[config.mk]
export PLATFORM = sky130hd
export DESIGN_NAME = packet_loss_window_tracker
export DESIGN_NICKNAME = d
export VERILOG_FILES = /design/src/hw/rtl/plwt_pkg.sv /design/src/hw/rtl/packet_loss_window_tracker.sv /design/src/hw/rtl/plwt_map.sv /design/src/hw/rtl/plwt_popcnt.sv
export SDC_FILE = /design/constraint.sdc
export NUM_CORES = 2
export LEC_CHECK = 0
export ABC_AREA = 1
export ABC_CLOCK_PERIOD_IN_PS = 8700
export BUFFER_PORTS_ARGS = -buffer_cell sky130_fd_sc_hd__buf_2
export CELL_PAD_IN_SITES_DETAIL_PLACEMENT = 1
export CELL_PAD_IN_SITES_GLOBAL_PLACEMENT = 2
export CORE_MARGIN = 5
export CORE_UTILIZATION = 40
export DETAILED_ROUTE_END_ITERATION = 7
export PLACE_DENSITY = 0.91
export SLEW_MARGIN = 20
export SYNTH_ARGS = -nofsm -noshare
export SYNTH_HDL_FRONTEND = slang
export SYNTH_HIERARCHICAL = 1
export SYNTH_SLANG_ARGS = --single-unit
[constraint.sdc]
create_clock -name i_clk -period 8.7 [get_ports i_clk]
set_input_delay 1.74 -clock i_clk [delete_from_list [all_inputs] [get_ports i_clk]]
set_output_delay 1.74 -clock i_clk [all_outputs]
set_load 0.02 [all_outputs]
[src/hw/rtl/plwt_pkg.sv]
`timescale 1ns / 1ps
// ----------------------------------------------------------------------------
// plwt_pkg
// Shared widths, defaults and helpers for the packet loss window tracker.
// ----------------------------------------------------------------------------
package plwt_pkg;

    localparam int IDX_W           = 8;           // sequence index width
    localparam int CNT_W           = 8;           // carried count width
    localparam int LOST_W          = 9;           // lost total width
    localparam int NUM_IDX         = 1 << IDX_W;  // distinct sequence indices
    localparam int DEF_WINDOW_SIZE = 256;
    localparam int BYTE_W          = 8;           // bits per first-level count
    localparam int BYTE_CNT_W      = 4;           // holds 0..8
    localparam int GRP_BYTES       = 8;           // byte counts per group sum
    localparam int GRP_CNT_W       = 7;           // holds 0..64

    // Count set bits of one byte.
    function automatic logic [BYTE_CNT_W-1:0] popcount8(input logic [BYTE_W-1:0] b);
        logic [BYTE_CNT_W-1:0] acc;
        acc = '0;
        for (int k = 0; k < BYTE_W; k++) begin
            acc = acc + BYTE_CNT_W'(b[k]);
        end
        return acc;
    endfunction

endpackage

[src/hw/rtl/packet_loss_window_tracker.sv]
`timescale 1ns / 1ps
// ----------------------------------------------------------------------------
// packet_loss_window_tracker
// Sequence-number loss bitmap with a running count of lost indices.
// ----------------------------------------------------------------------------
// Each input beat names the previous and current sequence index and the count
// carried by the current packet. The indices from the previous up to, but not
// including, the current one (8-bit wrap) are marked received while the
// previously carried count lasts and lost after it, all in one map update by a
// compare per index; the result beat gives the number of lost entries in the
// window. One beat is taken every cycle unless o_stall is high; each result
// passes the input register, the map update, then a three-stage population
// count, and is held only while the output is stalled. Reset clears the map
// and the carried count.
module packet_loss_window_tracker import plwt_pkg::*; #(
    parameter int WINDOW_SIZE = DEF_WINDOW_SIZE
) (
    input  logic              i_clk,
    input  logic              i_rst_n,
    input  logic              i_valid,
    output logic              o_stall,
    input  logic [IDX_W-1:0]  i_prev_index,
    input  logic [IDX_W-1:0]  i_curr_index,
    input  logic [CNT_W-1:0]  i_curr_count,
    output logic              o_valid,
    input  logic              i_stall,
    output logic [LOST_W-1:0] o_lost_total
);

    logic                   r_in_v;
    logic [IDX_W-1:0]       r_prev;
    logic [IDX_W-1:0]       r_curr;
    logic [CNT_W-1:0]       r_cnt;
    logic                   w_in_take;
    logic                   w_in_adv;
    logic                   w_pc_ready;
    logic [WINDOW_SIZE-1:0] w_map;

    assign w_in_adv  = r_in_v & w_pc_ready;
    assign o_stall   = r_in_v & ~w_in_adv;
    assign w_in_take = i_valid & ~o_stall;

    always_ff @(posedge i_clk) begin
        if (!i_rst_n) begin
            r_in_v <= 1'b0;
        end else begin
            r_in_v <= w_in_take | (r_in_v & ~w_in_adv);
        end
    end

    always_ff @(posedge i_clk) begin
        if (w_in_take) begin
            r_prev <= i_prev_index;
            r_curr <= i_curr_index;
            r_cnt  <= i_curr_count;
        end
    end

    plwt_map #(
        .WINDOW_SIZE (WINDOW_SIZE)
    ) u_map (
        .i_clk        (i_clk),
        .i_rst_n      (i_rst_n),
        .i_update     (w_in_adv),
        .i_prev_index (r_prev),
        .i_curr_index (r_curr),
        .i_curr_count (r_cnt),
        .o_map        (w_map)
    );

    plwt_popcnt #(
        .WINDOW_SIZE (WINDOW_SIZE)
    ) u_popcnt (
        .i_clk        (i_clk),
        .i_rst_n      (i_rst_n),
        .i_push       (w_in_adv),
        .o_ready      (w_pc_ready),
        .i_map        (w_map),
        .o_valid      (o_valid),
        .i_stall      (i_stall),
        .o_lost_total (o_lost_total)
    );

endmodule

[src/hw/rtl/plwt_map.sv]
`timescale 1ns / 1ps
// ----------------------------------------------------------------------------
// plwt_map
// Loss map and carried count. Applies one combinational walk per update.
// ----------------------------------------------------------------------------
module plwt_map import plwt_pkg::*; #(
    parameter int WINDOW_SIZE = DEF_WINDOW_SIZE
) (
    input  logic                   i_clk,
    input  logic                   i_rst_n,
    input  logic                   i_update,
    input  logic [IDX_W-1:0]       i_prev_index,
    input  logic [IDX_W-1:0]       i_curr_index,
    input  logic [CNT_W-1:0]       i_curr_count,
    output logic [WINDOW_SIZE-1:0] o_map
);

    logic [WINDOW_SIZE-1:0] r_map;
    logic [WINDOW_SIZE-1:0] n_map;
    logic [CNT_W-1:0]       r_carry;

    logic [IDX_W-1:0]       w_span;
    logic [IDX_W-1:0]       w_off [NUM_IDX];
    logic [NUM_IDX-1:0]     w_idx_seen;
    logic [NUM_IDX-1:0]     w_idx_lost;
    logic [WINDOW_SIZE-1:0] w_slot_seen;
    logic [WINDOW_SIZE-1:0] w_slot_lost;

    assign w_span = i_curr_index - i_prev_index;

    // A slot ends up lost if any visit to it lies past the carried count,
    // since the last visit is then past it too; otherwise a visit clears it.
    always_comb begin
        w_slot_seen = '0;
        w_slot_lost = '0;
        for (int i = 0; i < NUM_IDX; i++) begin
            w_off[i]      = IDX_W'(i) - i_prev_index;
            w_idx_seen[i] = (w_off[i] < w_span);
            w_idx_lost[i] = w_idx_seen[i] && (w_off[i] >= r_carry);
            w_slot_seen[i % WINDOW_SIZE] = w_slot_seen[i % WINDOW_SIZE] | w_idx_seen[i];
            w_slot_lost[i % WINDOW_SIZE] = w_slot_lost[i % WINDOW_SIZE] | w_idx_lost[i];
        end
        n_map = w_slot_lost | (r_map & ~w_slot_seen);
    end

    always_ff @(posedge i_clk) begin
        if (!i_rst_n) begin
            r_map   <= '0;
            r_carry <= '0;
        end else if (i_update) begin
            r_map   <= n_map;
            r_carry <= i_curr_count;
        end
    end

    assign o_map = r_map;

endmodule

[src/hw/rtl/plwt_popcnt.sv]
`timescale 1ns / 1ps
// ----------------------------------------------------------------------------
// plwt_popcnt
// Pipelined population count of the loss map with an output register.
// ----------------------------------------------------------------------------
module plwt_popcnt import plwt_pkg::*; #(
    parameter int WINDOW_SIZE = DEF_WINDOW_SIZE
) (
    input  logic                   i_clk,
    input  logic                   i_rst_n,
    input  logic                   i_push,
    output logic                   o_ready,
    input  logic [WINDOW_SIZE-1:0] i_map,
    output logic                   o_valid,
    input  logic                   i_stall,
    output logic [LOST_W-1:0]      o_lost_total
);

    localparam int NUM_BYTES = (WINDOW_SIZE + BYTE_W - 1) / BYTE_W;
    localparam int NUM_GRP   = (NUM_BYTES + GRP_BYTES - 1) / GRP_BYTES;
    localparam int NUM_SLOTS = NUM_GRP * GRP_BYTES;
    localparam int PAD_W     = NUM_SLOTS * BYTE_W;

    logic                  r_tok_v;
    logic                  r_byte_v;
    logic                  r_grp_v;
    logic                  r_out_v;
    logic                  w_tok_adv;
    logic                  w_byte_adv;
    logic                  w_grp_adv;
    logic                  w_out_adv;

    logic [PAD_W-1:0]      w_pad;
    logic [BYTE_CNT_W-1:0] r_byte [NUM_SLOTS];
    logic [GRP_CNT_W-1:0]  r_grp  [NUM_GRP];
    logic [GRP_CNT_W-1:0]  n_grp  [NUM_GRP];
    logic [LOST_W-1:0]     n_out;
    logic [LOST_W-1:0]     r_out;

    // Stage advances when the next stage is empty or moving on.
    assign w_out_adv  = r_out_v & ~i_stall;
    assign w_grp_adv  = r_grp_v & (~r_out_v | w_out_adv);
    assign w_byte_adv = r_byte_v & (~r_grp_v | w_grp_adv);
    assign w_tok_adv  = r_tok_v & (~r_byte_v | w_byte_adv);
    assign o_ready    = ~r_tok_v | w_tok_adv;

    always_comb begin
        w_pad = '0;
        w_pad[WINDOW_SIZE-1:0] = i_map;
    end

    always_comb begin
        for (int g = 0; g < NUM_GRP; g++) begin
            n_grp[g] = '0;
            for (int b = 0; b < GRP_BYTES; b++) begin
                n_grp[g] = n_grp[g] + GRP_CNT_W'(r_byte[g*GRP_BYTES + b]);
            end
        end
        n_out = '0;
        for (int g = 0; g < NUM_GRP; g++) begin
            n_out = n_out + LOST_W'(r_grp[g]);
        end
    end

    always_ff @(posedge i_clk) begin
        if (!i_rst_n) begin
            r_tok_v  <= 1'b0;
            r_byte_v <= 1'b0;
            r_grp_v  <= 1'b0;
            r_out_v  <= 1'b0;
        end else begin
            r_tok_v  <= i_push | (r_tok_v & ~w_tok_adv);
            r_byte_v <= w_tok_adv | (r_byte_v & ~w_byte_adv);
            r_grp_v  <= w_byte_adv | (r_grp_v & ~w_grp_adv);
            r_out_v  <= w_grp_adv | (r_out_v & ~w_out_adv);
        end
    end

    // The map holds still while the token waits, so count it on the way out.
    always_ff @(posedge i_clk) begin
        if (w_tok_adv) begin
            for (int s = 0; s < NUM_SLOTS; s++) begin
                r_byte[s] <= popcount8(w_pad[s*BYTE_W +: BYTE_W]);
            end
        end
        if (w_byte_adv) begin
            for (int g = 0; g < NUM_GRP; g++) begin
                r_grp[g] <= n_grp[g];
            end
        end
        if (w_grp_adv) begin
            r_out <= n_out;
        end
    end

    assign o_valid      = r_out_v;
    assign o_lost_total = r_out;

endmodule

==> impl_metrics.json <==
{
  "critPathMaxStageDelay_ns": 0.95,
  "holdPathEnd": "u_map/r_carry[5]",
  "crit_required_ns": 9.31,
  "synthFlopType": "dfxtp_1",
  "ant_nets": 0,
  "fin_skew_ns": 0.0500,
  "outcome": "finished, final reports clean",
  "wl_mm": 259,
  "worstHoldPathType": "flop to flop",
  "path_clk_slew_ns": 0.06,
  "clk_latency_ns": 0.73,
  "grt_max_degree": 108,
  "drive_above_1_share_pct": 3.49,
  "syn2layout_area_growth_pct": 8.00,
  "slew_viol_final": 0,
  "fin_crit_sh_pct": 63.3,
  "num_vias": 59400,
  "peakVddDrop_uv": 173,
  "synth_common_cells": "1,719 x nand2_1, 1,405 x inv_1, 1,075 x ha_1",
  "cap_violations": 0,
  "tns_ns": 0,
  "fp.dieH_um": 394,
  "grt_pass1_vias": 61000,
  "worst_slack_ns": 3.19,
  "regToRegSetupSlack_ns": 3.19,
  "dieArea_sq_mm": 0.156,
  "avgSynthCellArea_sq_um": 7.58,
  "synth_top_area_share_pct": 22.7,
  "start_kind": "flop",
  "root_buffer": "clkbuf_16",
  "postCtsHoldBufs": 0,
  "worstSetupPathType": "flop to flop",
  "cp_top_family": "buffers and inverters",
  "firstDrtPassIters": 6,
  "ys_types": 43,
  "rsz0062_at_grt": "false",
  "cts_sinks": 458,
  "drt_iter0_drc": 4754,
  "yosysMostFrequentCell": "nand2_1",
  "fillerInstances": 18200,
  "grt_overflow_total": 0,
  "max_freq_mhz": 182,
  "dp_slack_ns": 3.41,
  "cp_cell_sequence": "buf_4, inv_4, ha_1, inv_1, nand2_1, inv_1, o21ai_0, xor2_1, inv_1, ha_1, nand2_1, o311ai_0, a21oi_1, o21a_1",
  "drc": 0,
  "synth-seq-cells": 458,
  "cts_tree": "yes",
  "synth-simple-area-share_pct": 20.6,
  "final_cells": 9764,
  "worstReg2RegStart": "r_prev[5]",
  "netlist_instances": 7799,
  "syn_nets": 9138,
  "hp-start": "u_map/r_carry[5]",
  "nets": 9114,
  "synth-warning-count": 6,
  "power.density_mw_per_mm2": 245,
  "h-tree-depth": 3,
  "via_per_inst": 6.08,
  "start_util_pct": 40.1,
  "post_drt_wl_per_cell_um": 26.5,
  "cts_setup_buffers": 0,
  "netlist_area_sq_mm": 0.0591,
  "yosysTopAreaCell": "ha_1",
  "slew-limit-headroom_pct": 20.9,
  "worst_pin_slew_ns": 1.18,
  "synth-adder-area-share_pct": 30.7,
  "synthXorXnorAreaFrac_pct": 3.75,
  "track_usage_pct": 32.2,
  "async_flop_share_pct": 0,
  "synth_compound_area_share_pct": 15.8,
  "io_buffers": 38,
  "worstPathArrival_ns": 6.12,
  "setup-violations-final": 0,
  "synthTopCellsByArea": "ha_1 23%, nand2_1 11%, edfxtp_1 9.6%",
  "p_leak_uw": 0.0317,
  "cp-end-kind": "flop",
  "core_area_sq_mm": 0.147,
  "synth_edf_count": 189,
  "muxShareOfSynthArea_pct": 0,
  "path_common_cell": "inv_1",
  "placed_cells": 9635,
  "min_period_ns": 5.51,
  "num_rows": 141,
  "cts_buffers": 68,
  "timing.hold.worst_path_depth": 2,
  "ios": 39,
  "synth_top_family_by_area": "adder cells",
  "ctsLongestPathBuffers": 3,
  "globalplace.congestion": 0.978,
  "dp_hpwl_mm": 196,
  "worstPathMaxFanout": 31,
  "grt_antenna_before_repair": 19,
  "cp_slowest_cell": "inv_1",
  "r2r_cells": 14,
  "cts_resized": 0,
  "grt_pass1_wl_mm": 383,
  "die-width_um": 394,
  "cp.buffers_inverters": 5,
  "hold_viol_final": 0,
  "ys_seq_area_share_pct": 18.7
}
-- per-stage QoR --
stage                     power [uW]  hold slack, ns  cell area (sq um)  utilization [%]
after CTS                      15500           0.446              63800             43.3
after global routing           16800           0.453              63800             43.3
final                          15600           0.442              63900             43.3
after floorplan                 8980           0.439              59100                -
after detailed placement       12300           0.438              61500             41.8
after global placement         11800           0.434              61500             41.8
-- cell type report --
cell class                      instances  area (sq um)  area share [%]
Clock inverter                         40           470           0.737
Tap cell                             1930          2410            3.78
Multi-Input combinational cell       5729         42000            65.8
Sequential cell                       458         11100            17.3
Antenna cell                            3          7.51          0.0118
Clock buffer                           86          1850            2.90
Timing Repair Buffer                   98           697            1.09
Inverter                             1420          5370            8.41
-- kinds of logic (layout without fill, tap and decap cells) --
group / count (synthesis) / in the layout
AND/OR/NAND/NOR: 2849 / 2849
buffers and inverters: 1612 / 1644
AO/OA/AOI/OAI: 1316 / 1316
adder cells (fa/ha/maj): 1311 / 1311
flip-flops: 458 / 458
XOR/XNOR: 253 / 253
other: 0 / 3
-- worst max path at each step --
stage,from,end,cells after the start
detailed placement,r_prev[5],flop,14
global placement,r_prev[5],flop,14
floorplan,i_stall,u_popcnt/r_byte[0][0],3
CTS,r_prev[5],flop,14
finish,r_prev[5],flop,14
global route,r_prev[5],flop,16
-- layer usage --
metal | wire, um | vias up | part of all wire, % | track usage, %
met5 | 86 | - | 0.033 | 0
met2 | 114000 | 2264 | 44 | 51.8
li1 | - | 26900 | - | -
met3 | 21700 | 671 | 8.4 | 6.30
met4 | 15400 | 14 | 6.0 | 16.2
met1 | 107000 | 29500 | 41 | 41.3
-- where the power goes --
group	switching, uW	internal (uW)
clock network	1270	1730
registers	270	2680
logic	6430	3230
total	7980	7650
-- placed cells by master, fill, tap and decap left out, types with 10 or more instances in the layout --
cell type	count
a21oi_2	14
nand3_1	389
ha_1	1075
inv_2	10
nand2b_1	27
buf_4	56
a221oi_1	328
clkbuf_1	10
clkinv_2	13
xnor2_1	25
a21oi_1	277
buf_2	37
nand2_1	1714
and3_1	14
edfxtp_1	189
xor2_1	227
a211oi_1	111
fa_1	236
nor2_1	354
o21a_1	23
a21o_1	71
inv_1	1397
o21ai_0	194
dfxtp_1	269
nand4_1	319
o21ai_1	35
clkbuf_16	68
o311ai_0	245
-- worst reg2reg max path, cell delays in order (launching register included) --
cell and delay (ns):
edfxtp_1 0.32, buf_4 0.52, inv_4 0.42, ha_1 0.68
inv_1 0.95, nand2_1 0.19, inv_1 0.32, o21ai_0 0.20
xor2_1 0.36, inv_1 0.13, ha_1 0.32, nand2_1 0.07
o311ai_0 0.63, a21oi_1 0.16, o21a_1 0.16
Note: power is estimated with default switching activity, not from simulation.
